`src/sv/bcc_pkg.sv`:
```
// Shared types and constants for the button click classifier.
// No dependencies; every other file of the block imports this package.
package bcc_pkg;

	// Event codes on the result channel
	localparam logic [2:0] EV_DOWN     = 3'd0;
	localparam logic [2:0] EV_END_DOWN = 3'd1;
	localparam logic [2:0] EV_SINGLE   = 3'd2;
	localparam logic [2:0] EV_DOUBLE   = 3'd3;
	localparam logic [2:0] EV_TRIPLE   = 3'd4;
	localparam logic [2:0] EV_LONG     = 3'd5;

	// Configuration register indexes
	localparam int CFG_IDX_W  = 3;
	localparam int CFG_DATA_W = 16;
	localparam logic [CFG_IDX_W-1:0] CFG_MASK     = 3'd0;
	localparam logic [CFG_IDX_W-1:0] CFG_MODE     = 3'd1;
	localparam logic [CFG_IDX_W-1:0] CFG_HELD     = 3'd2;
	localparam logic [CFG_IDX_W-1:0] CFG_SHORT    = 3'd3;
	localparam logic [CFG_IDX_W-1:0] CFG_LONG     = 3'd4;
	localparam logic [CFG_IDX_W-1:0] CFG_CAP      = 3'd5;

	// Reset values of the configuration registers
	localparam logic [7:0]            RST_MASK  = 8'hFF;
	localparam logic [7:0]            RST_MODE  = 8'h00;
	localparam logic                  RST_HELD  = 1'b1;
	localparam logic [CFG_DATA_W-1:0] RST_SHORT = 16'd30;
	localparam logic [CFG_DATA_W-1:0] RST_LONG  = 16'd200;
	localparam logic [CFG_DATA_W-1:0] RST_CAP   = 16'd1000;

	// Click counter values
	localparam logic [1:0] CNT_TRIPLE = 2'd3;
	localparam logic [1:0] CNT_DOUBLE = 2'd2;
	localparam logic [1:0] CNT_STEP   = 2'd1;

	// Event queue between front and back
	localparam int QDEPTH = 4;
	localparam int QPTR_W = 2;

	typedef struct packed {
		logic [2:0] idx;
		logic [2:0] code;
		logic       last;
	} bcc_event_t;

	typedef struct packed {
		logic       valid;
		bcc_event_t ev;
	} bcc_push_t;

endpackage

```
`src/sv/bcc_front.sv`:
```
// Front part: configuration registers, per-button state and the button sequencer.
// Walks one button per cycle, unless a full queue stalls it, and hands finished events to the queue.
// Depends on bcc_pkg.
module bcc_front #(
	parameter int BUTTON_COUNT  = 8,
	parameter int DURATION_BITS = 16
) (
	input  logic                             clk,
	input  logic                             arst_n,
	input  logic                             cfg_wen,
	input  logic [bcc_pkg::CFG_IDX_W-1:0]    cfg_index,
	input  logic [bcc_pkg::CFG_DATA_W-1:0]   cfg_data,
	input  logic                             in_valid,
	output logic                             in_ready,
	input  logic [7:0]                       button_levels,
	output bcc_pkg::bcc_push_t               push,
	input  logic                             q_full
);
	import bcc_pkg::*;

	localparam int BW = (BUTTON_COUNT > 1) ? $clog2(BUTTON_COUNT) : 1;
	localparam int CW = (DURATION_BITS > CFG_DATA_W) ? DURATION_BITS : CFG_DATA_W;
	localparam logic [CW-1:0] DMAX = CW'((64'd1 << DURATION_BITS) - 64'd1);
	localparam logic [BW-1:0] LAST_BTN = BW'(BUTTON_COUNT - 1);

	// configuration
	logic [7:0]            mask_q, mode_q;
	logic                  held_cfg_q;
	logic [CFG_DATA_W-1:0] short_q, long_q, cap_q;

	// button state
	logic [7:0]               prev_q;
	logic [1:0]               cnt_q [BUTTON_COUNT];
	logic [DURATION_BITS-1:0] dur_q [BUTTON_COUNT];
	logic                     sup_q;

	// tick under work
	logic          tick_vld_q;
	logic [7:0]    now_q;
	logic [BW-1:0] btn_q;

	// event waiting for its last flag
	logic       pend_vld_q;
	bcc_event_t pend_q;

	logic [2:0]               idx;
	logic                     held, was, en, updown;
	logic [1:0]               cnt_cur, cnt_n;
	logic [DURATION_BITS-1:0] dur_cur, dur_n;
	logic                     sup_n;
	logic                     ev_hit;
	logic [2:0]               ev_code;
	logic [CW-1:0]            cap_w;
	logic                     final_btn, push_req, step_go, mode_wr;

	assign idx       = 3'(btn_q);
	assign held      = now_q[idx];
	assign was       = prev_q[idx];
	assign en        = mask_q[idx];
	assign updown    = mode_q[idx];
	assign cnt_cur   = cnt_q[btn_q];
	assign dur_cur   = dur_q[btn_q];
	assign cap_w     = (CW'(cap_q) < DMAX) ? CW'(cap_q) : DMAX;
	assign final_btn = (btn_q == LAST_BTN);
	assign mode_wr   = cfg_wen && (cfg_index == CFG_MODE);

	always_comb begin
		cnt_n   = cnt_cur;
		dur_n   = dur_cur;
		sup_n   = sup_q;
		ev_hit  = 1'b0;
		ev_code = EV_DOWN;
		if (en) begin
			if (updown) begin
				if (held) begin
					ev_hit  = 1'b1;
					ev_code = EV_DOWN;
				end else if (was) begin
					ev_hit  = 1'b1;
					ev_code = EV_END_DOWN;
				end
			end else begin
				if (held != was) begin
					dur_n = DURATION_BITS'(1);
					if (!held) begin
						if (sup_q) begin
							sup_n = 1'b0;
							dur_n = '0;
						end else if (cnt_cur != CNT_TRIPLE) begin
							cnt_n = cnt_cur + CNT_STEP;
						end
					end
				end else if (dur_cur != '0 && CW'(dur_cur) < cap_w) begin
					dur_n = dur_cur + DURATION_BITS'(1);
				end
				priority if (cnt_n == CNT_TRIPLE) begin
					ev_hit  = 1'b1;
					ev_code = EV_TRIPLE;
					cnt_n   = '0;
					dur_n   = '0;
				end else if (CW'(dur_n) > CW'(short_q) && !held) begin
					ev_hit  = 1'b1;
					ev_code = (cnt_n == CNT_DOUBLE) ? EV_DOUBLE : EV_SINGLE;
					cnt_n   = '0;
					dur_n   = '0;
				end else if (CW'(dur_n) > CW'(long_q) && held) begin
					ev_hit  = 1'b1;
					ev_code = EV_LONG;
					cnt_n   = '0;
					dur_n   = '0;
					sup_n   = 1'b1;
				end
			end
		end
	end

	// Push the pending event once the next event or the end of its tick is known.
	assign push_req   = pend_vld_q && (pend_q.last || (tick_vld_q && ev_hit));
	assign step_go    = tick_vld_q && !(push_req && q_full);
	assign in_ready   = !tick_vld_q || (step_go && final_btn);
	assign push.valid = push_req && !q_full;
	assign push.ev    = pend_q;

	always_ff @(posedge clk or negedge arst_n) begin
		if (!arst_n) begin
			mask_q     <= RST_MASK;
			mode_q     <= RST_MODE;
			held_cfg_q <= RST_HELD;
			short_q    <= RST_SHORT;
			long_q     <= RST_LONG;
			cap_q      <= RST_CAP;
		end else if (cfg_wen) begin
			unique case (cfg_index)
				CFG_MASK:  mask_q     <= cfg_data[7:0];
				CFG_MODE:  mode_q     <= cfg_data[7:0];
				CFG_HELD:  held_cfg_q <= cfg_data[0];
				CFG_SHORT: short_q    <= cfg_data;
				CFG_LONG:  long_q     <= cfg_data;
				CFG_CAP:   cap_q      <= cfg_data;
				default: ;
			endcase
		end
	end

	always_ff @(posedge clk or negedge arst_n) begin
		if (!arst_n) begin
			prev_q <= '0;
			sup_q  <= 1'b0;
			for (int i = 0; i < BUTTON_COUNT; i++) begin
				cnt_q[i] <= '0;
				dur_q[i] <= '0;
			end
		end else if (mode_wr) begin
			prev_q <= '0;
			sup_q  <= !held_cfg_q;
			for (int i = 0; i < BUTTON_COUNT; i++) begin
				cnt_q[i] <= '0;
				dur_q[i] <= '0;
			end
		end else if (step_go) begin
			cnt_q[btn_q] <= cnt_n;
			dur_q[btn_q] <= dur_n;
			sup_q        <= sup_n;
			if (final_btn) begin
				prev_q <= now_q;
			end
		end
	end

	always_ff @(posedge clk or negedge arst_n) begin
		if (!arst_n) begin
			tick_vld_q <= 1'b0;
			btn_q      <= '0;
		end else if (in_valid && in_ready) begin
			tick_vld_q <= 1'b1;
			btn_q      <= '0;
		end else if (step_go && final_btn) begin
			tick_vld_q <= 1'b0;
		end else if (step_go) begin
			btn_q <= btn_q + BW'(1);
		end
	end

	always_ff @(posedge clk) begin
		if (in_valid && in_ready) begin
			now_q <= button_levels;
		end
	end

	always_ff @(posedge clk or negedge arst_n) begin
		if (!arst_n) begin
			pend_vld_q <= 1'b0;
			pend_q     <= '0;
		end else if (step_go && ev_hit) begin
			pend_vld_q  <= 1'b1;
			pend_q.idx  <= idx;
			pend_q.code <= ev_code;
			pend_q.last <= final_btn;
		end else if (push.valid) begin
			pend_vld_q <= 1'b0;
		end else if (step_go && final_btn && pend_vld_q) begin
			pend_q.last <= 1'b1;
		end
	end

endmodule

```
`src/sv/bcc_queue.sv`:
```
// Short event queue between the front sequencer and the output stage.
// Depends on bcc_pkg.
module bcc_queue (
	input  logic                clk,
	input  logic                arst_n,
	input  bcc_pkg::bcc_push_t  push,
	output logic                full,
	output logic                head_valid,
	output bcc_pkg::bcc_event_t head,
	input  logic                pop
);
	import bcc_pkg::*;

	bcc_event_t        mem_q [QDEPTH];
	logic [QPTR_W-1:0] wp_q, rp_q;
	logic [QPTR_W:0]   cnt_q;
	logic              do_pop;

	assign full       = (cnt_q == (QPTR_W + 1)'(QDEPTH));
	assign head_valid = (cnt_q != '0);
	assign head       = mem_q[rp_q];
	assign do_pop     = pop && head_valid;

	always_ff @(posedge clk) begin
		if (push.valid) begin
			mem_q[wp_q] <= push.ev;
		end
	end

	always_ff @(posedge clk or negedge arst_n) begin
		if (!arst_n) begin
			wp_q  <= '0;
			rp_q  <= '0;
			cnt_q <= '0;
		end else begin
			if (push.valid) begin
				wp_q <= wp_q + QPTR_W'(1);
			end
			if (do_pop) begin
				rp_q <= rp_q + QPTR_W'(1);
			end
			unique case ({push.valid, do_pop})
				2'b10:   cnt_q <= cnt_q + (QPTR_W + 1)'(1);
				2'b01:   cnt_q <= cnt_q - (QPTR_W + 1)'(1);
				default: cnt_q <= cnt_q;
			endcase
		end
	end

endmodule

```
`src/sv/bcc_back.sv`:
```
// Back part: output register of the result channel, fed from the event queue.
// Depends on bcc_pkg.
module bcc_back (
	input  logic                clk,
	input  logic                arst_n,
	input  logic                head_valid,
	input  bcc_pkg::bcc_event_t head,
	output logic                pop,
	output logic                out_valid,
	input  logic                out_ready,
	output logic [2:0]          button_index,
	output logic [2:0]          event_code,
	output logic                last_event
);
	import bcc_pkg::*;

	logic       out_vld_q;
	bcc_event_t out_q;

	// Refill the register when it is empty or its request is taken.
	assign pop          = head_valid && (!out_vld_q || out_ready);
	assign out_valid    = out_vld_q;
	assign button_index = out_q.idx;
	assign event_code   = out_q.code;
	assign last_event   = out_q.last;

	always_ff @(posedge clk or negedge arst_n) begin
		if (!arst_n) begin
			out_vld_q <= 1'b0;
		end else if (!out_vld_q || out_ready) begin
			out_vld_q <= head_valid;
		end
	end

	always_ff @(posedge clk) begin
		if (pop) begin
			out_q <= head;
		end
	end

endmodule

```
`src/sv/button_click_classifier_unit.sv`:
```
// Top level of the button click classifier: front sequencer, event queue, output stage.
// Depends on bcc_pkg, bcc_front, bcc_queue and bcc_back.
//
//  channel  | signals                               | moves
//  ---------+---------------------------------------+-----------------------------------
//  in       | in_valid, in_ready, button_levels     | one request = one tick of 8 levels
//  out      | out_valid, out_ready, button_index,   | one request = one event, last_event
//           | event_code, last_event                | marks the final event of a tick
//  cfg      | cfg_wen, cfg_index, cfg_data          | one register write per enabled cycle
//
// The front sequencer walks a tick one button per cycle unless a full queue stalls it,
// whether or not the button raises an event; the next tick is taken on the last step.
// Events leave at one per cycle, while out_ready holds, through a 4-entry queue and the
// output register. An event is held in the front until the next event or the end of its
// tick shows whether it is the last one, and only then does it go to the queue.
// A full queue stalls the sequencer; a stalled output only fills the queue.
// Reset clears the control and per-button state at once; no clearing pass is needed.
module button_click_classifier_unit #(
	parameter int BUTTON_COUNT  = 8,
	parameter int DURATION_BITS = 16
) (
	input  logic                           clk,
	input  logic                           arst_n,
	input  logic                           cfg_wen,
	input  logic [bcc_pkg::CFG_IDX_W-1:0]  cfg_index,
	input  logic [bcc_pkg::CFG_DATA_W-1:0] cfg_data,
	input  logic                           in_valid,
	output logic                           in_ready,
	input  logic [7:0]                     button_levels,
	output logic                           out_valid,
	input  logic                           out_ready,
	output logic [2:0]                     button_index,
	output logic [2:0]                     event_code,
	output logic                           last_event
);
	import bcc_pkg::*;

	bcc_push_t  push;
	logic       q_full;
	logic       head_valid;
	bcc_event_t head;
	logic       pop;

	// Sequence the buttons of each tick and classify them.
	bcc_front #(
		.BUTTON_COUNT  (BUTTON_COUNT),
		.DURATION_BITS (DURATION_BITS)
	) u_front (
		.clk           (clk),
		.arst_n        (arst_n),
		.cfg_wen       (cfg_wen),
		.cfg_index     (cfg_index),
		.cfg_data      (cfg_data),
		.in_valid      (in_valid),
		.in_ready      (in_ready),
		.button_levels (button_levels),
		.push          (push),
		.q_full        (q_full)
	);

	// Decouple the sequencer from the result channel.
	bcc_queue u_queue (
		.clk        (clk),
		.arst_n     (arst_n),
		.push       (push),
		.full       (q_full),
		.head_valid (head_valid),
		.head       (head),
		.pop        (pop)
	);

	// Drive the result channel from a register.
	bcc_back u_back (
		.clk          (clk),
		.arst_n       (arst_n),
		.head_valid   (head_valid),
		.head         (head),
		.pop          (pop),
		.out_valid    (out_valid),
		.out_ready    (out_ready),
		.button_index (button_index),
		.event_code   (event_code),
		.last_event   (last_event)
	);

endmodule

```
`config.mk`:
```
export PLATFORM = sky130hd
export DESIGN_NAME = button_click_classifier_unit
export DESIGN_NICKNAME = d
export VERILOG_FILES = /design/src/sv/bcc_pkg.sv /design/src/sv/bcc_front.sv /design/src/sv/bcc_queue.sv /design/src/sv/bcc_back.sv /design/src/sv/button_click_classifier_unit.sv
export SDC_FILE = /design/constraint.sdc
export NUM_CORES = 1
export LEC_CHECK = 0
export BUFFER_PORTS_ARGS = -buffer_cell sky130_fd_sc_hd__buf_2
export CAP_MARGIN = 40
export CORE_UTILIZATION = 45
export CTS_CLUSTER_SIZE = 20
export DETAILED_ROUTE_END_ITERATION = 10
export PLACE_DENSITY = 0.62
export SLEW_MARGIN = 10
export SYNTH_ARGS = -nofsm -noshare
export SYNTH_HDL_FRONTEND = slang
export SYNTH_SLANG_ARGS = --single-unit
```
`constraint.sdc`:
```
create_clock -name clk -period 6.2 [get_ports clk]
set_input_delay 0.62 -clock clk [delete_from_list [all_inputs] [get_ports clk]]
set_output_delay 0.62 -clock clk [all_outputs]
set_load 0.02 [all_outputs]
```
# Word level (Yosys, flattened, before mapping)
# Memory sizes are Yosys's and may differ from the RTL's. A register that Yosys moved wholly into a read port is not among the register bits.
# Cells that the tools add are included.
dict set report op_classes {
  addsub 7
  order_cmp 7
  n_eq_ne 16
  n_mux 87
  n_bitwise 1
  reduce_logical 46
}
# operator n
set ops {}
lappend ops {{2-to-1 mux 128 bit} 2}
lappend ops {{2-to-1 mux 16 bit} 16}
lappend ops {{bitwise mux 128 bit} 1}
lappend ops {{binary-select mux 16 bit (select 3 bit)} 1}
lappend ops {{demux 16 bit (select 3 bit)} 1}
lappend ops {{> comparator 16 bit} 2}
lappend ops {{2-to-1 mux 1 bit} 32}
lappend ops {{2-to-1 mux 2 bit} 14}
lappend ops {{2-to-1 mux 3 bit} 9}
lappend ops {{2-to-1 mux 8 bit} 3}
lappend ops {{AND reduction 2 bit} 9}
lappend ops {{adder 16 x 1 -> 16 bit (second input constant)} 1}
lappend ops {{bitwise mux 16 bit} 1}
lappend ops {{logical AND 1 bit} 16}
lappend ops {{less-than comparator 16 bit} 1}
lappend ops {{less-than comparator 16 bit (second input constant)} 1}
lappend ops {{nonzero test 16 bit} 1}
lappend ops {{nonzero test 2 bit} 8}
lappend ops {{binary-select mux 1 bit (select 3 bit)} 4}
lappend ops {{equality test 3 bit (second input constant)} 4}
lappend ops {{adder 2 x 1 -> 2 bit (second input constant)} 3}
lappend ops {{adder 3 x 1 -> 3 bit (second input constant)} 2}
lappend ops {{binary-select mux 2 bit (select 3 bit)} 1}
lappend ops {{demux 2 bit (select 3 bit)} 1}
lappend ops {{other kinds (18)} 30}
dict set report word_totals {
  ff_bits 246
  mem_bits_rw 28
  output_inout_bits 9
  elab_cells 200
  mem_count 1
}
# memory words width rd rd_ports_with_merged_regs write_ports line_no
set memory_table {}
lappend memory_table {u_queue.mem_q 4 7 1 1 1 bcc_queue.sv:14} ;# bcc_event_t mem_q [QDEPTH];

# Depth between registers and ports, before layout
# Gate-level depths: netlist of run 1.
dict set report logic_depth {
  depth_word 28
  ltp_mapped 33
}

# By module
# From an unflattened synthesis of run 1, not the netlist that was laid out.
dict set report unflattened {
  hier_cells 1390
  hier_area_um2 15054.4
}
# module instances cells_each area_per_inst_um2 seq_area_each_um2
set modules_own_cells {}
lappend modules_own_cells {bcc_front 1 1305 13380.3 6023.3}
lappend modules_own_cells {bcc_queue 1 74 1420.1 1016.0}
lappend modules_own_cells {bcc_back 1 11 254.0 235.2}

# Least setup slack after synthesis of run 1
# OpenSTA, ideal clock, no wires.
dict set report synth_path {
  kind {reg2reg}
  startpoint {reg u_front.btn_q[0]}
  endpoint {reg u_queue.cnt_q[2]}
  setup_ns 0.079
  t_arrival_ns 6.664
  setup_slack_ns -0.544
  stages_incl_launch_ff 32
  n_path_buf 6
  period_less_slack_ns 6.744
  cell_sequence {dfrtp_1 > buf_6 > buf_12 > buf_12 > buf_8 > buf_6 > buf_6 > mux2i_1 > a221oi_2 > ha_1 > a21oi_1 > o21ai_0 > o21ai_0 > nand4_1 > nor4_1 > xnor2_1 > nor2_1 > ha_1 > a211o_1 > a31oi_1 > o21ai_0 > o311ai_1 > a41o_1 > a21oi_1 > and2_1 > inv_1 > ha_1 > inv_1 > fa_1 > xor2_1 > nor2_1 > xor2_1}
}
dict set report synth_between {
  elab_chain_cells 23
}
# item line_no
set synth_lines {}
lappend synth_lines {{from (decl)} bcc_front.sv:40} ;# logic [BW-1:0] btn_q;
lappend synth_lines {{from (signal assigned)} bcc_front.sv:180} ;# btn_q <= btn_q + BW'(1);
lappend synth_lines {{inverter 3 -> 4 bit (implied by the code)} {bcc_front.sv:61, bcc_front.sv:62}}
lappend synth_lines {{binary-select mux 16 bit (select 3 bit)} bcc_front.sv:62} ;# assign dur_cur = dur_q[btn_q];
lappend synth_lines {{2-to-1 mux 16 bit (implied by the code) (2 in a row)} bcc_front.sv:62}
lappend synth_lines {{less-than comparator 16 bit / nonzero test 16 bit (equally long branches)} bcc_front.sv:93} ;# end else if (dur_cur != '0 && CW'(dur_cur) < cap_w) begin
lappend synth_lines {{logical AND 1 bit} bcc_front.sv:93}
lappend synth_lines {{2-to-1 mux 16 bit} bcc_front.sv:93}
lappend synth_lines {{2-to-1 mux 16 bit} bcc_front.sv:83} ;# if (held != was) begin
lappend synth_lines {{2-to-1 mux 16 bit} bcc_front.sv:74} ;# if (updown) begin
lappend synth_lines {{[6 not listed]} --}
lappend synth_lines {{2-to-1 mux 1 bit} bcc_front.sv:74}
lappend synth_lines {{2-to-1 mux 1 bit (*)} bcc_front.sv:73} ;# if (en) begin
lappend synth_lines {{logical AND 1 bit (*)} bcc_front.sv:118} ;# assign push_req = pend_vld_q && (pend_q.last || (tick_vld_q && ev_hit));
lappend synth_lines {{logical OR 1 bit (*)} bcc_front.sv:118}
lappend synth_lines {{logical AND 1 bit (*)} bcc_front.sv:118}
lappend synth_lines {{logical AND 1 bit (*)} bcc_front.sv:121} ;# assign push.valid = push_req && !q_full;
lappend synth_lines {{equality test 2 x 1 -> 1 bit / equality test 2 bit (equally long branches)} bcc_queue.sv:42} ;# unique case ({push.valid, do_pop})
lappend synth_lines {{one-hot mux 3 bit (2 select lines) / nonzero test 2 bit (equally long branches)} --}
lappend synth_lines {{to (signal assigned)} bcc_queue.sv:43} ;# 2'b10: cnt_q <= cnt_q + (QPTR_W + 1)'(1);
lappend synth_lines {{to (signal assigned)} bcc_queue.sv:44} ;# 2'b01: cnt_q <= cnt_q - (QPTR_W + 1)'(1);
lappend synth_lines {{to (signal assigned)} bcc_queue.sv:45} ;# default: cnt_q <= cnt_q;
lappend synth_lines {{to (decl)} bcc_queue.sv:16} ;# logic [QPTR_W:0] cnt_q;
# Mark *: on every way between the ends. The rest lies on a longest branch, timed or not. The select of a mux whose other input is x is not followed.
# A chain may end at the register's enable or synchronous reset.

# Worst setup path after layout of run 1
dict set report layout_path {
  startpoint {reg u_front.btn_q[0]}
  endpoint {out in_ready}
}
dict set report layout_between {
  elab_chain_cells 25
}
# item line_no
set layout_lines {}
lappend layout_lines {{inverter 3 -> 4 bit (implied by the code)} {bcc_front.sv:61, bcc_front.sv:62}}
lappend layout_lines {{binary-select mux 16 bit (select 3 bit)} bcc_front.sv:62}
lappend layout_lines {{2-to-1 mux 16 bit (implied by the code) (2 in a row)} bcc_front.sv:62}
lappend layout_lines {{less-than comparator 16 bit / nonzero test 16 bit (equally long branches)} bcc_front.sv:93}
lappend layout_lines {{logical AND 1 bit} bcc_front.sv:93}
lappend layout_lines {{2-to-1 mux 16 bit} bcc_front.sv:93}
lappend layout_lines {{2-to-1 mux 16 bit} bcc_front.sv:83}
lappend layout_lines {{2-to-1 mux 16 bit} bcc_front.sv:74}
lappend layout_lines {{[8 not listed]} --}
lappend layout_lines {{logical AND 1 bit} bcc_front.sv:118}
lappend layout_lines {{logical OR 1 bit} bcc_front.sv:118}
lappend layout_lines {{logical AND 1 bit} bcc_front.sv:118}
lappend layout_lines {{logical AND 1 bit} bcc_front.sv:119} ;# assign step_go = tick_vld_q && !(push_req && q_full);
lappend layout_lines {{logical NOT 1 bit} bcc_front.sv:119}
lappend layout_lines {{logical AND 1 bit} bcc_front.sv:119}
lappend layout_lines {{logical AND 1 bit (*)} bcc_front.sv:120} ;# assign in_ready = !tick_vld_q || (step_go && final_btn);
lappend layout_lines {{logical OR 1 bit (*)} bcc_front.sv:120}
lappend layout_lines {{to (decl)} button_click_classifier_unit.sv:28} ;# output logic in_ready,
# Marked as above.

==> results of run 1 <==
[per-layer routing]
layer,up-vias,track usage [%]
li1,5426,-
met1,5781,34.69
met2,317,41.11
met3,77,3.082
met4,0,8.233
met5,-,0
[per-stage QoR]
stage | instances | util (%) | TNS [ns]
2_1_floorplan | 1424 | - | -0.4538
3_3_place_gp | 1921 | 50.03 | 0
3_5_place_dp | 1927 | 50.35 | -0.05273
4_1_cts | 2000 | 54.60 | -0.2050
5_1_grt | 2008 | 55.02 | -1.682
6_report | 2008 | 55.02 | -0.3474
[layout make-up]
| cell class | instances | area [sq um] | area share (%) |
|---|---|---|---|
| sequential | 281 | 7279 | 40.56 |
| timing repair buffer | 169 | 1448 | 8.067 |
| inverter | 70 | 265.3 | 1.478 |
| tap | 442 | 553.0 | 3.082 |
| multi-input combinational | 989 | 7363 | 41.03 |
| clock buffer | 44 | 915.9 | 5.104 |
| clock inverter | 13 | 121.4 | 0.6763 |
[worst max-delay path by stage]
stage                          start  depth (start not counted)                to  slack, ns
detailed placement  u_front.btn_q[0]                         29  u_queue.cnt_q[2]      -0.04
floorplan           u_front.btn_q[0]                         31  u_queue.cnt_q[2]      -0.22
global route        u_front.btn_q[0]                         25          in_ready      -0.51
global placement    u_front.btn_q[0]                         31  u_queue.cnt_q[2]       0.01
CTS                 u_front.btn_q[0]                         24          in_ready      -0.20
finish              u_front.btn_q[0]                         25          in_ready      -0.28
[critical path: stages (launching register included)]
cell and delay, ns:
dfrtp_4 0.56, buf_12 0.16, buf_16 0.13, mux4_2 0.43, nor2_2 0.15, a221oi_4 0.07
ha_1 0.34, a21oi_1 0.15, o21ai_1 0.11, o21ai_1 0.19, buf_4 0.16, a21oi_4 0.05
nor3_4 0.19, nand3_1 0.12, xor2_1 0.19, nor2_1 0.10, ha_1 0.34, nand4_1 0.16
or4_4 0.53, a21o_1 0.18, a311o_1 0.38, buf_6 0.13, nand4_4 0.09, a21oi_4 0.07
nand2b_4 0.17, buf_6 0.14
[cells in the mapped netlist, types with 5 or more instances]
cell / n / share of area (%)
a21oi_1: 143 / 4.8
nor4_1: 6 / 0.25
a211oi_1: 12 / 0.60
clkbuf_1: 59 / 1.5
mux2_2: 65 / 4.9
nor4_2: 5 / 0.42
dfrtp_1: 216 / 36
nor3_1: 28 / 0.94
dfstp_2: 22 / 3.9
buf_6: 5 / 0.38
mux4_2: 19 / 2.9
nor3b_1: 10 / 0.50
o21ai_0: 168 / 5.6
o21ai_2: 5 / 0.29
and3_1: 13 / 0.54
a41o_1: 8 / 0.54
inv_1: 69 / 1.7
buf_2: 12 / 0.40
o22ai_1: 9 / 0.38
xnor2_1: 15 / 0.88
nand2_1: 106 / 2.7
a31oi_1: 8 / 0.34
nand3_1: 35 / 1.2
nand2b_1: 13 / 0.54
nand4_1: 12 / 0.50
a211o_1: 8 / 0.47
mux2i_1: 45 / 3.0
o211ai_1: 6 / 0.30
and2_1: 6 / 0.25
nor2_1: 75 / 1.9
edfxtp_1: 43 / 8.6
ha_1: 58 / 4.9
xor2_1: 6 / 0.35
nor2b_1: 14 / 0.59
[cell families (layout without fill, tap and decap cells)]
| logic type | Yosys count | count (layout) | share of synthesized area, % |
|---|---|---|---|
| compound gates | 428 | 428 | 17.49 |
| xor+xnor | 21 | 21 | 1.231 |
| fa+ha+maj | 59 | 59 | 4.992 |
| buf+inv | 156 | 296 | 4.691 |
| flops | 281 | 281 | 48.70 |
| mux | 130 | 130 | 10.96 |
| simple gates | 349 | 351 | 11.94 |
[cells in the final DEF, fill, tap and decap left out, types with 8 or more instances in the layout]
cell type,count
mux2i_1,44
nor2_1,69
nand2_1,103
and3_1,9
nor3b_1,8
buf_4,103
nand2b_1,12
clkbuf_16,32
buf_2,39
nand4_1,12
a211o_1,8
buf_12,10
a211oi_4,10
o21ai_0,161
mux2_2,64
o21ai_1,9
dfrtp_1,214
a31oi_1,8
dfstp_2,22
o22ai_1,9
inv_1,66
a41o_1,8
mux4_2,19
nor3_1,25
nand3_1,35
a21oi_1,138
edfxtp_1,43
ha_1,56
xnor2_1,15
nor2b_1,14
[registers in the layout, summed over array words and instances, names as in the netlist, 2 cells and up]
register,flops
u_queue.wp_q,2
u_queue.rp_q,2
u_front.mask_q,8
u_front.dur_q,128
u_front.short_q,16
u_back.event_code,3
u_front.long_q,16
u_front.push,7
u_front.now_q,8
u_front.cap_q,16
u_front.cnt_q,16
u_front.btn_q,3
u_queue.mem_q,28
u_front.prev_q,8
u_queue.cnt_q,3
u_front.mode_q,8
u_back.button_index,3
[what timing repair did]
action | in CTS | in global routing
pin swaps | 34 | 14
resized for setup | 40 | 22
buffers inserted | 14 | 6
endpoints found under the setup margin | 3 | 154
gates cloned | 2 | 2
==> key figures, run 1 <==
Die
  • Die height: 184.2 um
  • Die ar.: 33,930 sq um
  • Core Rows: 66
  • Core area: 32,620 sq um
  • Initial Util: 45.79%
  • IO Count: 41
  • Die W: 184.2 um

GRT
  • Vias in the first global route: 11,640
  • First-pass GRT wire length: 65,900 um
  • GRT overflow: 0
  • Initial antenna violation count: 0
  • Pin count of the biggest net entering global routing: 108
  • Overall routing resource usage: 25.14%

Route
  • DR WL met3: 2061 um
  • Via Count: 11,600
  • WL final: 41,730 um
  • DRT met1 WL: 18,920 um
  • Detailed Route Iter0 Violations: 773
  • DRC violations left: 0
  • Met2 wire len: 19,390 um
  • Routed vias/inst: 5.777
  • Drt wl/cell: 20.78 um
  • Routed Antenna Nets: 0
  • Max Used Layer: met4
  • 1st-pass router iterations: 7

Place
  • DP Area: 16,420 sq um
  • Post-DP HPWL: 28,980 um
  • RD Place Congestion: 0.8973
  • Dpl ws: -0.03829 ns
  • Port Buffers: 40

Worst setup path
  • Reg2reg path depth: 30
  • R2R Setup Slk: -0.05 ns
  • CP Max Fanout: 8
  • Worst reg2reg startpoint: u_front.btn_q[0]
  • Crit start category: flip-flop
  • Arrival @ worst endpoint: 5.86 ns
  • CP required: 5.58 ns
  • Crit end category: primary output
  • R2R Path End: u_queue.cnt_q[2]
  • Critical path class: flip-flop to primary output

Min path
  • HP Class: input port to async pin

Clocking
  • CTS tree: built
  • Skew-Pair Late Insertion Delay: 0.57 ns
  • Clk sinks: 281
  • Hold buffer count at CTS: 0
  • Htree depth: 1
  • CTS buffer count: 31
  • Clk slew on worst S/H paths: 0.06 ns
  • Root buf cell: clkbuf_16
  • CTS Buffer Depth: 3

Timing
  • Clock skew: 0.01638 ns
  • Endpoints failing setup: 3
  • Final period utilization: 104.6%
  • RSZ-0062 raised after global routing: yes
  • Hold_ws: 0.08377 ns
  • Fin. Hold Viols: 0
  • Rel. slew slack: 23.49%
  • Post-layout min period: 6.484 ns
  • Post-route setup slack: -0.2836 ns
  • Fmax: 154.2 MHz
  • Pins over their slew limit: 0
  • Actual slew at the worst max-slew pin: 1.137 ns

Synth
  • Cell variety after synth: 91
  • Main synth FF type: dfrtp_1
  • Avg Inst Size Synth: 10.49 sq um
  • Synth warn: 0
  • Syn Nets: 1,515
  • Async SR Flop Fraction: 84.70%
  • Syn Inst Count: 1,424
  • Yosys reg bits: 281
  • Post-synth EDFFs: 43
  • Register area share after synthesis: 48.70%
  • Cell area after synthesis: 14,940 sq um

Final layout
  • Share of cells above drive strength 1: 26.69%
  • Antenna Cells: 0
  • Fillers: 2,818
  • Fin area: 17,950 sq um
  • Fin nets: 1,633
  • Area Growth Syn to Fin: 20.15%

Run
  • # Max-Cap Violations: 0

Status
  • Failing checks: setup timing
  • Outcome: finished with violations
Power of run 1 is left out: the tool's default activity adds up to more than one toggle a clock period on the data nets, which glitch-free logic cannot reach.
==> inputs of run 2 (changes only) <==
--- a/config.mk
+++ b/config.mk
@@ -10,6 +10,7 @@
 export CORE_UTILIZATION = 45
 export CTS_CLUSTER_SIZE = 20
 export DETAILED_ROUTE_END_ITERATION = 10
+export HOLD_SLACK_MARGIN = 0.15
 export PLACE_DENSITY = 0.62
 export SLEW_MARGIN = 10
 export SYNTH_ARGS = -nofsm -noshare
==> run 2 against run 1 <==
  * Global-route usage unchanged
  * Worst setup slack worse by 0.013 ns
  * Critical endpoint unchanged
  * Highest routed layer unchanged
  * Sequential cell count did not move
  * Wire length decreased by 0.10%
  * Critical path depth did not move
  * Non-clock buffer count grew 1
  * The run still ends with setup timing left
  * Clock skew is essentially flat
  * Cell area about the same
  * Die area did not move
  * Register-to-register slack barely moved
  * Utilization about the same
==> key figures, run 2 (synthesized netlist as in run 1, its figures left out) <==
GRT
  • Met3 Usage GRT: 3.082% (unchanged)
  • Pin count of the biggest net entering global routing: 108 (unchanged)
  • Overall routing resource usage: 25.14% (unchanged)
  • First-pass GRT wire length: 65,900 um (unchanged)
  • Routing usage on met1: 34.69% (unchanged)
  • GRT overflow: 0 (unchanged)
  • Initial antenna violation count: 0 (unchanged)
  • GRT Max-Usage Layer: met2
  • Vias in the first global route: 11,640 (unchanged)
  • Met2 Use GR: 41.11% (unchanged)

Final layout
  • Share of cells above drive strength 1: 26.68% (about the same)
  • Reg with most FFs: u_front.dur_q
  • Antenna Cells: 0 (unchanged)
  • Largest register FFs: 128 (unchanged)
  • Area Growth Syn to Fin: 20.21% (about the same)
  • Non-Filler Instances: 2,009 (+0.050%)
  • Most frequent cells in the layout: dfrtp_1, o21ai_0, a21oi_1
  • Fillers: 2,817 (-0.035%)
  • Fin nets: 1,634 (+0.061%)
  • Biggest regs: u_front.dur_q x128, u_queue.mem_q x28
  • Commonest non-fill, non-tap cell in the layout: dfrtp_1

Min path
  • HP Class: input port to flip-flop

Die
  • Core Rows: 66 (unchanged)
  • Die W: 184.2 um (unchanged)
  • Core area: 32,620 sq um (unchanged)
  • IO Count: 41 (unchanged)
  • Die ar.: 33,930 sq um (unchanged)
  • Die height: 184.2 um (unchanged)
  • Initial Util: 45.79% (unchanged)

Run
  • # Max-Cap Violations: 0 (unchanged)

Timing
  • Fin. Hold Viols: 0 (unchanged)
  • Rel. slew slack: 23.49% (about the same)
  • Final period utilization: 104.8% (+0.20 points)
  • Post-route setup slack: -0.2963 ns (-0.01270 ns)
  • RSZ-0062 raised after global routing: yes
  • Clock skew: 0.01643 ns (+0.00004590 ns)
  • Pins over their slew limit: 0 (unchanged)
  • Endpoints failing setup: 3 (unchanged)
  • Actual slew at the worst max-slew pin: 1.138 ns (+0.0001223 ns)
  • Fmax: 153.9 MHz (-0.20%)
  • Post-layout min period: 6.496 ns (+0.01270 ns)

Worst setup path
  • CP Max Fanout: 8 (unchanged)
  • Crit start category: flip-flop
  • Family with the most delay on the worst path: simple AND/OR/NAND/NOR gates
  • Critical path class: flip-flop to primary output
  • CP required: 5.58 ns (about the same)
  • Arrival @ worst endpoint: 5.88 ns (+0.02 ns)
  • Slowest CP cell: dfrtp_4
  • Buf+Inv Stages, Crit Path: 5 (unchanged)
  • CP peak stage delay: 0.56 ns (about the same)
  • Crit end category: primary output

Clocking
  • CTS buffer count: 31 (unchanged)
  • Skew-Pair Late Insertion Delay: 0.56 ns (about the same)
  • CTS Buffer Depth: 3 (unchanged)
  • Clk slew on worst S/H paths: 0.06 ns (about the same)
  • Htree depth: 1 (unchanged)
  • Clk sinks: 281 (unchanged)
  • Root buf cell: clkbuf_16
  • CTS tree: built

Place
  • Post-DP HPWL: 28,980 um (unchanged)
  • Port Buffers: 40 (unchanged)
  • Dpl ws: -0.03829 ns (unchanged)
  • RD Place Congestion: 0.8973 (unchanged)
  • Placed insts: 1,927 (unchanged)

Route
  • Routed vias/inst: 5.769 (-0.15%)
  • Via Count: 11,590 (-0.10%)
  • 1st-pass router iterations: 7 (unchanged)
  • Detailed Route Iter0 Violations: 868 (+12%)
  • DRC violations left: 0 (unchanged)
  • WL final: 41,690 um (-0.10%)
  • Routed Antenna Nets: 0 (unchanged)
  • Drt wl/cell: 20.75 um (-0.15%)

Status
  • Failing checks: setup timing
  • Outcome: finished with violations
==> run 2: changes by cell type in the layout (fill, tap and decap cells not counted), sizes merged <==
cell         change
dlygate4sd3      +1
==> run 2: worst reg2reg max path, delay by kind of cell (launching register included) <==
family	cells	cell delay (ns)
XOR/XNOR	3	0.46
AO/OA/AOI/OAI	9	1.60
buffers and inverters	5	0.54
flip-flops	1	0.56
multiplexers	1	0.43
AND/OR/NAND/NOR	8	1.50
adder cells (fa/ha/maj)	4	1.01
==> run 2: final cells by class <==
type,count,area (sq um),share of cell area (%)
clock buffers,44,915.9,5.101
clock inverters,13,121.4,0.6759
inverters,70,265.3,1.477
multi-input cells,989,7363,41.01
flip-flops and latches,281,7279,40.54
well taps,442,553.0,3.080
repair buffers,170,1458,8.118
==> run 2: final timing paths <==
kind | start | endpoint | slack [ns] | cells after the start
max | u_front.btn_q[0] | in_ready | -0.30 | 25
min | button_levels[0] | u_front.now_q[0] | 0.23 | 1
max reg2reg | u_front.btn_q[0] | u_queue.cnt_q[2] | -0.06 | 30
min reg2reg | u_front.mode_q[7] | u_front.mode_q[7] | 0.48 | 2
max in group asynchronous | arst_n | u_front.cap_q[10] | 4.06 | 3
min in group asynchronous | arst_n | u_queue.rp_q[0] | 0.68 | 2
==> run 2: routing by layer <==
layer	up-vias	part of all wire [%]
met5	-	0
met4	0	3.2
met3	74	4.4
met2	300	47
met1	5791	46
li1	5424	-
==> run 2: what timing repair did <==
action | in CTS | in global routing
buffers inserted | 14 | 6
gates resized for setup | 40 | 22
endpoints found under the setup margin | 3 | 154
endpoints found under the hold margin | 4 | 0
pin swaps | 34 | 14
cloned | 2 | 2
hold buffers | 1 | 0
==> run 2: stage by stage <==
stage / cell area [sq um] / TNS [ns] / util (%) / hold slack [ns]
6_report: 17960 / -0.3833 / 55.05 / 0.2288
5_1_grt: 17960 / -1.682 / 55.05 / 0.2168
4_1_cts: 17820 / -0.2050 / 54.63 / 0.2097
3_5_place_dp: 16420 / -0.05273 / 50.35 / 0.4607
3_3_place_gp: 16320 / 0 / 50.03 / 0.4496
2_1_floorplan: 15030 / -0.4538 / - / 0.3244
Power of run 2 is left out for the same reason.
==> inputs of run 3 (changes only) <==
--- a/config.mk
+++ b/config.mk
@@ -5,14 +5,14 @@
 export SDC_FILE = /design/constraint.sdc
 export NUM_CORES = 1
 export LEC_CHECK = 0
-export BUFFER_PORTS_ARGS = -buffer_cell sky130_fd_sc_hd__buf_2
+export BUFFER_PORTS_ARGS = -buffer_cell sky130_fd_sc_hd__clkbuf_2
 export CAP_MARGIN = 40
 export CORE_UTILIZATION = 45
 export CTS_CLUSTER_SIZE = 20
 export DETAILED_ROUTE_END_ITERATION = 10
 export HOLD_SLACK_MARGIN = 0.15
 export PLACE_DENSITY = 0.62
-export SLEW_MARGIN = 10
+export SLEW_MARGIN = 25
 export SYNTH_ARGS = -nofsm -noshare
 export SYNTH_HDL_FRONTEND = slang
 export SYNTH_SLANG_ARGS = --single-unit
==> run 3 against run 2 <==
  * The flow still finishes with violations (setup timing)
  * Via count down 0.81%
  * Cell count down 0.15%
  * Critical path depth down 2
  * Clock skew down 0.0014 ns
  * Sequential share of layout area down 0.27 points
  * Fmax up 3.0%
  * Hold slack worse by 0.066 ns
==> key figures, run 3 (synthesized netlist as in run 1, its figures left out) <==
Worst setup path
  • CP Max Fanout: 12 (+4)
  • Family with the most delay on the worst path: simple AND/OR/NAND/NOR gates
  • Critical Path, Cell by Cell: bufbuf_16, or2b_1, o22ai_2, a22o_1, inv_1, ha_1, o21ai_0, a22oi_1, nand2_1, nand4_1, buf_4, nor4_4, xnor2_1, nor2_1, ha_1, nand4_1, or4_4, a21o_1, a311o_1, nand4_4, a21oi_4, nand2b_4, clkbuf_8
  • CP required: 5.58 ns (about the same)
  • Reg2reg path depth: 30 (unchanged)
  • Worst reg2reg startpoint: u_front.btn_q[0]
  • Buf+Inv Stages, Crit Path: 4 (-1)
  • Slowest CP cell: dfrtp_4
  • R2R Setup Slk: -0.08 ns (-0.02 ns)
  • CP peak stage delay: 0.54 ns (-0.02 ns)
  • Arrival @ worst endpoint: 5.69 ns (-0.19 ns)
  • Crit end category: primary output
  • Critical path class: flip-flop to primary output
  • R2R Path End: u_queue.cnt_q[2]
  • Crit start category: flip-flop
  • WP depth: 23 (-8.0%)

Route
  • Via Count: 11,500 (-0.81%)
  • Detailed Route Iter0 Violations: 903 (+4.0%)
  • 1st-pass router iterations: 5 (-2)
  • DRC violations left: 0 (unchanged)
  • Drt wl/cell: 20.89 um (+0.66%)
  • Routed vias/inst: 5.730 (-0.66%)
  • WL final: 41,900 um (+0.51%)
  • Routed Antenna Nets: 0 (unchanged)

GRT
  • Pin count of the biggest net entering global routing: 123 (+14%)
  • Vias in the first global route: 11,690 (+0.43%)
  • Overall routing resource usage: 25.51% (+0.36 points)
  • GRT overflow: 0 (unchanged)
  • First-pass GRT wire length: 66,160 um (+0.39%)
  • Initial antenna violation count: 0 (unchanged)

Timing
  • Final period utilization: 101.7% (-3.0 points)
  • Hold_ws: 0.1626 ns (-0.06620 ns)
  • Actual slew at the worst max-slew pin: 0.9227 ns (-0.2148 ns)
  • Endpoints failing setup: 3 (unchanged)
  • Fmax: 158.5 MHz (+3.0%)
  • Post-layout min period: 6.308 ns (-0.1878 ns)
  • Fin. Hold Viols: 0 (unchanged)
  • Clock skew: 0.01507 ns (-0.001354 ns)
  • Rel. slew slack: 38.49% (+15 points)
  • Post-route setup slack: -0.1085 ns (+0.1878 ns)
  • Pins over their slew limit: 0 (unchanged)
  • RSZ-0062 raised after global routing: yes

Final layout
  • Commonest non-fill, non-tap cell in the layout: dfrtp_1
  • Antenna Cells: 0 (unchanged)
  • Fin nets: 1,634 (unchanged)
  • Biggest regs: u_front.dur_q x128, u_queue.mem_q x28
  • Area Growth Syn to Fin: 21.03%
  • Largest register FFs: 128 (unchanged)
  • Share of cells above drive strength 1: 27.62% (+0.95 points)
  • Most frequent cells in the layout: dfrtp_1, o21ai_0, a21oi_1
  • Reg with most FFs: u_front.dur_q

Die
  • IO Count: 41 (unchanged)
  • Die W: 184.2 um (unchanged)
  • Core area: 32,620 sq um (unchanged)
  • Core Rows: 66 (unchanged)
  • Die ar.: 33,930 sq um (unchanged)
  • Initial Util: 45.79% (unchanged)
  • Die height: 184.2 um (unchanged)

Place
  • RD Place Congestion: 0.8669 (-3.4%)
  • Post-DP HPWL: 29,340 um (+1.3%)
  • Dpl ws: -0.009508 ns (+0.02878 ns)
  • Port Buffers: 40 (unchanged)

Clocking
  • CTS buffer count: 34 (+9.7%)
  • Clk slew on worst S/H paths: 0.06 ns (about the same)
  • Hold buffer count at CTS: 0 (-1)
  • Root buf cell: clkbuf_16
  • CTS tree: built
  • Htree depth: 2 (+1)
  • Skew-Pair Late Insertion Delay: 0.51 ns (-0.05 ns)
  • Clk sinks: 281 (unchanged)
  • CTS Buffer Depth: 3 (unchanged)

Min path
  • HP Class: input port to async pin

Status
  • Failing checks: setup timing
  • Outcome: finished with violations

Run
  • # Max-Cap Violations: 0 (unchanged)
==> run 3: cell count changes in the layout (fill, tap and decap cells not counted), moves of 4 or more <==
cell       change
buf_2         -39
buf_6          -4
clkbuf_16      +4
clkbuf_2      +38
==> run 3: area by class of cell <==
class	count	area, sq um
Fill cell	2818	14540
Multi-Input combinational cell	987	7426
Sequential cell	281	7279
Timing Repair Buffer	169	1459
Clock buffer	46	977.2
Tap cell	442	553.0
Inverter	70	269.0
Clock inverter	11	115.1
==> run 3: how the worst max path moves through the flow <==
stage,startpoint,endpoint,slack (ns)
global placement,u_front.btn_q[0],u_queue.cnt_q[2],-0.02
CTS,u_front.btn_q[0],in_ready,0.005
global route,u_front.btn_q[0],u_queue.cnt_q[2],-0.29
floorplan,u_front.btn_q[0],u_queue.cnt_q[2],-0.22
finish,u_front.btn_q[0],in_ready,-0.11
detailed placement,u_front.btn_q[0],u_queue.cnt_q[2],-0.01
==> run 3: per-stage QoR <==
| stage | cells | cell area (sq um) | TNS, ns | util (%) |
|---|---|---|---|---|
| floorplan | 1424 | 15030 | -0.4538 | - |
| global placement | 1929 | 16420 | -0.01719 | 50.33 |
| detailed placement | 1931 | 16460 | -0.009508 | 50.47 |
| CTS | 1996 | 17810 | 0 | 54.59 |
| global route | 2006 | 18080 | -0.8924 | 55.42 |
| finish | 2006 | 18080 | -0.2100 | 55.42 |
==> run 3: per-layer routing <==
layer / track usage [%] / wire length (um) / up-vias
met3: 2.806 / 1926 / 68
met4: 7.567 / 988 / 0
met1: 35.68 / 19240 / 5710
met2: 41.76 / 19750 / 293
li1: - / - / 5424
met5: 0 / 0 / -
==> run 3: worst register-to-register path, delay by kind of cell, from the launching register on <==
kind                     cells  cell delay (ns)
AND/OR/NAND/NOR              9             1.83
buffers and inverters        6             0.84
AO/OA/AOI/OAI                8             1.56
XOR/XNOR                     3             0.48
flip-flops                   1             0.54
adder cells (fa/ha/maj)      4             0.96
==> run 3: timing repair <==
action                                  CTS  global route
endpoints found under the setup margin    2           171
pin swaps                                18            24
buffers inserted                          7             7
cloned                                    2             1
gates resized for setup                  31            42
Power of run 3 is left out for the same reason.
